==> src/rtl/mvc_pkg.sv <==
// Shared constants, register codes and the sine table for the chorus.
`default_nettype none
package mvc_pkg;

    localparam int MIX_BITS      = 16;
    localparam int VCNT_BITS     = 3;
    localparam int STEP_BITS     = 24;
    localparam int BASE_BITS     = 11;
    localparam int AMP_BITS      = 18;
    localparam int PHASE_BITS    = 32;
    localparam int CFG_IDX_BITS  = 3;
    localparam int CFG_DATA_BITS = 24;

    localparam logic [CFG_IDX_BITS-1:0] REG_MIX    = 3'd0;
    localparam logic [CFG_IDX_BITS-1:0] REG_VOICES = 3'd1;
    localparam logic [CFG_IDX_BITS-1:0] REG_STEP   = 3'd2;
    localparam logic [CFG_IDX_BITS-1:0] REG_BASE   = 3'd3;
    localparam logic [CFG_IDX_BITS-1:0] REG_AMP    = 3'd4;

    localparam logic [MIX_BITS-1:0]  MIX_FULL    = 16'd32768;
    localparam logic [MIX_BITS-1:0]  MIX_RST     = 16'd16384;
    localparam logic [VCNT_BITS-1:0] VCNT_RST    = 3'd2;
    localparam logic [STEP_BITS-1:0] STEP_RST    = 24'd44739;
    localparam logic [BASE_BITS-1:0] BASE_RST    = 11'd960;
    localparam logic [AMP_BITS-1:0]  AMP_RST     = 18'd61440;

    typedef logic signed [16:0] sine_t;

    localparam logic [15:0] SINE_QUARTER [0:64] = '{
        16'd0,     16'd804,   16'd1608,  16'd2410,  16'd3212,  16'd4011,  16'd4808,  16'd5602,
        16'd6393,  16'd7179,  16'd7962,  16'd8739,  16'd9512,  16'd10278, 16'd11039, 16'd11793,
        16'd12539, 16'd13278, 16'd14010, 16'd14732, 16'd15446, 16'd16151, 16'd16845, 16'd17530,
        16'd18204, 16'd18867, 16'd19519, 16'd20159, 16'd20787, 16'd21402, 16'd22005, 16'd22594,
        16'd23170, 16'd23731, 16'd24279, 16'd24811, 16'd25329, 16'd25832, 16'd26318, 16'd26790,
        16'd27245, 16'd27683, 16'd28105, 16'd28510, 16'd28898, 16'd29268, 16'd29621, 16'd29956,
        16'd30273, 16'd30571, 16'd30851, 16'd31113, 16'd31356, 16'd31580, 16'd31785, 16'd31971,
        16'd32137, 16'd32284, 16'd32412, 16'd32520, 16'd32609, 16'd32678, 16'd32727, 16'd32757,
        16'd32767
    };

    // one of 256 points on the full cycle, folded from the quarter wave
    function automatic sine_t sine_point(input logic [7:0] k);
        logic [6:0]  ra;
        logic [6:0]  rb;
        logic [15:0] a;
        logic [15:0] b;
        ra = {1'b0, k[5:0]};
        rb = 7'd64 - ra;
        a  = SINE_QUARTER[ra];
        b  = SINE_QUARTER[rb];
        unique case (k[7:6])
            2'd0:    sine_point = $signed({1'b0, a});
            2'd1:    sine_point = $signed({1'b0, b});
            2'd2:    sine_point = -$signed({1'b0, a});
            default: sine_point = -$signed({1'b0, b});
        endcase
    endfunction

endpackage
`default_nettype wire

==> src/rtl/mvc_mix.sv <==
// Wet/dry mix of one channel with floor division by 32768*n and saturation.
`default_nettype none
module mvc_mix #(
    parameter int SAMPLE_BITS = 24,
    parameter int MAX_VOICES  = 4,
    localparam int VB = $clog2(MAX_VOICES + 1),
    localparam int SW = SAMPLE_BITS + VB,
    localparam int MW = SAMPLE_BITS + 3,
    localparam int RW = MW + 1
) (
    input  logic                          aclk,
    input  logic                          aresetn,
    input  logic                          start,
    input  logic signed [SAMPLE_BITS-1:0] x,
    input  logic signed [SW-1:0]          sum,
    input  logic [mvc_pkg::MIX_BITS-1:0]  mix,
    input  logic [VB-1:0]                 n,
    input  logic [RW-1:0]                 recip,
    output logic                          done,
    output logic signed [SAMPLE_BITS-1:0] y
);
    import mvc_pkg::*;

    localparam int AW = SW + 20;
    localparam int TW = AW - 15;
    localparam logic signed [SAMPLE_BITS-1:0] Y_MAX = {1'b0, {(SAMPLE_BITS-1){1'b1}}};
    localparam logic signed [SAMPLE_BITS-1:0] Y_MIN = {1'b1, {(SAMPLE_BITS-1){1'b0}}};

    logic [5:0]                       vld_reg;
    logic signed [SAMPLE_BITS+17:0]   pa_reg;
    logic signed [SW+16:0]            pm_reg;
    logic signed [TW-1:0]             t_reg;
    logic [MW-1:0]                    mag_reg;
    logic                             neg_reg, neg2_reg, neg3_reg;
    logic                             shi_reg, shi2_reg, shi3_reg;
    logic                             slo_reg, slo2_reg, slo3_reg;
    logic [MW-1:0]                    mag2_reg;
    logic [MW-1:0]                    qe_reg, qe2_reg;
    logic [MW-1:0]                    r_reg;
    logic signed [SAMPLE_BITS-1:0]    y_reg;

    logic [16:0]                      dry_gain;
    logic signed [AW-1:0]             acc;
    logic signed [TW-1:0]             lim;
    logic signed [TW-1:0]             t_abs;
    logic [2*MW:0]                    qprod;
    logic [MW+VB-1:0]                 qn;
    logic                             ge;
    logic [MW-1:0]                    rem;
    logic [MW-1:0]                    q0;
    logic signed [MW:0]               qs;

    assign dry_gain = 17'd32768 - {1'b0, mix};
    assign acc      = AW'(pa_reg) * $signed({1'b0, n}) + AW'(pm_reg);
    assign lim      = $signed(TW'(n) << (SAMPLE_BITS - 1));
    assign t_abs    = t_reg[TW-1] ? -t_reg : t_reg;
    assign qprod    = mag_reg * recip;
    assign qn       = qe_reg * n;
    assign ge       = r_reg >= MW'(n);
    assign rem      = ge ? (r_reg - MW'(n)) : r_reg;
    assign q0       = qe2_reg + MW'(ge);
    assign qs       = neg3_reg ? -$signed({1'b0, q0 + MW'(rem != '0)}) : $signed({1'b0, q0});

    always_ff @(posedge aclk) begin
        pa_reg   <= x * $signed({1'b0, dry_gain});
        pm_reg   <= sum * $signed({1'b0, mix});
        t_reg    <= TW'(acc >>> 15);
        mag_reg  <= MW'(t_abs);
        neg_reg  <= t_reg[TW-1];
        shi_reg  <= t_reg >= lim;
        slo_reg  <= t_reg < -lim;
        qe_reg   <= qprod[2*MW-1:MW];
        mag2_reg <= mag_reg;
        neg2_reg <= neg_reg;
        shi2_reg <= shi_reg;
        slo2_reg <= slo_reg;
        r_reg    <= mag2_reg - MW'(qn);
        qe2_reg  <= qe_reg;
        neg3_reg <= neg2_reg;
        shi3_reg <= shi2_reg;
        slo3_reg <= slo2_reg;
        if (vld_reg[4]) begin
            if (shi3_reg) begin
                y_reg <= Y_MAX;
            end else if (slo3_reg) begin
                y_reg <= Y_MIN;
            end else begin
                y_reg <= SAMPLE_BITS'(qs);
            end
        end
    end

    always_ff @(posedge aclk) begin
        if (!aresetn) begin
            vld_reg <= '0;
        end else begin
            vld_reg <= {vld_reg[4:0], start};
        end
    end

    assign done = vld_reg[5];
    assign y    = y_reg;

endmodule
`default_nettype wire

==> config.mk <==
export PLATFORM = sky130hd
export DESIGN_NAME = mvc_mix
export DESIGN_NICKNAME = d
export VERILOG_FILES = /design/src/rtl/mvc_pkg.sv /design/src/rtl/mvc_mix.sv
export SDC_FILE = /design/constraint.sdc
export NUM_CORES = 2
export LEC_CHECK = 0
export ABC_AREA = 1
export BUFFER_PORTS_ARGS = -buffer_cell sky130_fd_sc_hd__clkbuf_2
export CELL_PAD_IN_SITES_DETAIL_PLACEMENT = 0
export CELL_PAD_IN_SITES_GLOBAL_PLACEMENT = 1
export CORE_MARGIN = 5
export CORE_UTILIZATION = 50
export DETAILED_ROUTE_END_ITERATION = 10
export PLACE_DENSITY_LB_ADDON = 0.1
export SLEW_MARGIN = 20
export SYNTH_ARGS = -nofsm -noshare
export SYNTH_HDL_FRONTEND = slang
export SYNTH_SLANG_ARGS = --single-unit
==> constraint.sdc <==
create_clock -name aclk -period 9.8 [get_ports aclk]
set_input_delay 0.98 -clock aclk [delete_from_list [all_inputs] [get_ports aclk]]
set_output_delay 0.98 -clock aclk [all_outputs]
set_load 0.05 [all_outputs]
==> impl_metrics.ini <==
[floorplanning]
pin_count = 126
initial_core_util_pct = 50.1
core_um2 = 154000
die_area_um2 = 162000
dieWidth_um = 402
num_rows = 144
die_height_um = 402

[grt]
grt_pass1_wl_um = 366000
grt.total_usage_pct = 28.6
grt_pass1_vias = 65600
antenna_found_initial = 2
globalRouteOverflowTotal = 0
grt_max_degree = 70

[sta]
max_freq_mhz = 129
slew_headroom_pct = 25.0
skew_ps = 39.2
slew_violations = 0
rsz0062_at_grt = false
fin_crit_sh_pct = 79.1
fin_hold_ws_ps = 327
fin_crit_ps = 7750
tightest_slew_ps = 1120
hold_viol = 0
setup_tns_ps = 0
finalSetupViolCount = 0

[place]
place_hpwl_um = 193000
dp.cells = 12000
portBuffers = 125
place.gp.congestion = 0.980

[setup_path]
r2r-end = qe_reg[7]$_DFF_P_
cp-start-kind = input pin
worstRegToRegCells = 20
r2r_start = mag_reg[6]$_DFF_P_
critPathCaptureType = register
crit_type = in -> reg
rrSetupSlack_ps = 2360
slowest_delay_ps = 890
crit_path_max_fanout = 29
slowest_stage = fa_1
worstPathArrival_ps = 8230
required_ps = 10280

[route]
via_per_inst = 5.05
wl_per_cell_um = 18.8
initialDrtViolationCount = 3714
dr_total_vias = 61000
routed_wl_um = 227000
routed.top_layer = met4
firstDrtPassIters = 6
drc = 0
wl_met3_um = 11400
m1WireLength_um = 98300
route.antenna.remaining_nets = 0
route.met2.wl_um = 111000

[synth]
yosys_warnings = 0
synth_cell_type_count = 52
synth-seq-area-share_pct = 7.84
synthArstFlopShare_pct = 0
syn_nets = 12400
synthFlopType = dfxtp_1
synth_area_leaders = fa_1 (42%), inv_1 (14%), nand2_1 (12%)
avgSynthCellArea_um2 = 7.59
yosysTopAreaCell = fa_1
netlist.area_leader.share_pct = 41.7
synth_area_um2 = 76900
ys_ff_latch = 289
synth_edf_count = 24
postSynthCellCount = 10100

[clock_network]
numCtsBuffers = 38
clk_pin_slew_ps = 60
clkSinkCount = 289
cts_setup_buffers = 0
worstSkewPairLatency_ps = 580
cts-root-buf = clkbuf_16
cts_hold_buf = 0
cts_resized = 0
cts_tree = built
cts.htree.levels = 2
clockBufferDepth = 3

[hold_path]
min_from = slo2_reg$_DFF_P_
hp-class = reg -> reg
holdPathStages = 0
holdPathEnd = slo3_reg$_DFF_P_

[layout]
drive_above_1_share_pct = 2.91
final_cells = 12100
largest_reg_flops = 44
finalNetCount = 12300
syn_to_final_growth_pct = 4.68

[outcome]
status = finished, final reports clean

[flow_run]
maxCapViolations = 0
[area by class of cell]
cell class                      count  area (µm²)
Antenna cell                        3        7.51
Clock buffer                       51        1120
Clock inverter                     17         201
Fill cell                       15300       73000
Inverter                         2970       11100
Multi-Input combinational cell   6510       58300
Sequential cell                   289        6030
Tap cell                         2044        2560
Timing Repair Buffer              191        1120
[how the worst max path moves through the flow]
stage | from | to | slack [ps] | depth (start not counted)
floorplan | mix[0] | pa_reg[26]$_DFF_P_ | 2610 | 33
global placement | mix[3] | pa_reg[38]$_DFF_P_ | 1520 | 26
detailed placement | mix[3] | pa_reg[38]$_DFF_P_ | 1410 | 26
CTS | mix[3] | pa_reg[38]$_DFF_P_ | 2000 | 26
global route | mix[3] | pa_reg[39]$_DFF_P_ | 1470 | 26
finish | mix[3] | pa_reg[39]$_DFF_P_ | 2050 | 26
[logic make-up after synthesis]
| group | count (synthesis) | share of synthesized area (%) |
|---|---|---|
| adder cells (fa/ha/maj) | 2158 | 50.8 |
| AND/OR/NAND/NOR | 3490 | 17.9 |
| buffers and inverters | 3329 | 16.3 |
| flip-flops | 289 | 7.84 |
| AO/OA/AOI/OAI | 655 | 4.80 |
| XOR/XNOR | 207 | 2.36 |
[synthesized netlist by cell type (6+ instances only)]
library cell	instances
a211oi_1	6
a21boi_0	17
a21o_1	38
a21oi_1	277
a31oi_1	27
and3_1	6
buf_1	55
buf_2	14
buf_6	6
clkbuf_1	282
clkinv_1	6
dfxtp_1	265
edfxtp_1	24
fa_1	1601
ha_1	557
inv_1	2962
nand2_1	2487
nand2_2	7
nand3_1	209
nand3b_1	10
nand4_1	49
nor2_1	628
nor3_1	48
nor4_1	26
o211ai_1	6
o21a_1	12
o21ai_0	207
o21bai_1	43
xnor2_1	75
xor2_1	132
[cells in the final DEF, fill, tap and decap left out, drive strengths merged, types with 44 or more instances in the layout]
cell	Yosys	layout
inv	2964	2970
nand2	2495	2495
fa	1601	1601
nor2	634	634
ha	557	557
a21oi	279	279
dfxtp	265	265
o21ai	211	211
nand3	209	209
clkbuf	282	176
xor2	132	132
xnor2	75	75
buf	77	66
nor3	51	51
nand4	49	49
o21bai	44	44
[worst max-delay path, delay by kind of cell]
family	cells	cell delay, ps
simple gates	11	2240
xor+xnor	1	130
buf+inv	7	970
fa+ha+maj	7	3890
[layer usage]
| metal | global-route usage (%) | vias to the layer above |
|---|---|---|
| li1 | - | 28700 |
| met1 | 38.3 | 30500 |
| met4 | 7.28 | 0 |
| met5 | 0 | - |
| met2 | 50.0 | 1584 |
| met3 | 2.77 | 285 |
[stage by stage]
step	util, %	cell area [µm²]	worst slack [ps]
after floorplan	-	76900	2610
after global placement	51.6	79100	1520
after detailed placement	51.6	79200	1410
after CTS	52.4	80500	2000
after global routing	52.4	80500	1470
final	52.4	80500	2050
Power is left out: the tool's default activity adds up to more than one toggle a clock period on the data nets, which glitch-free logic cannot reach.
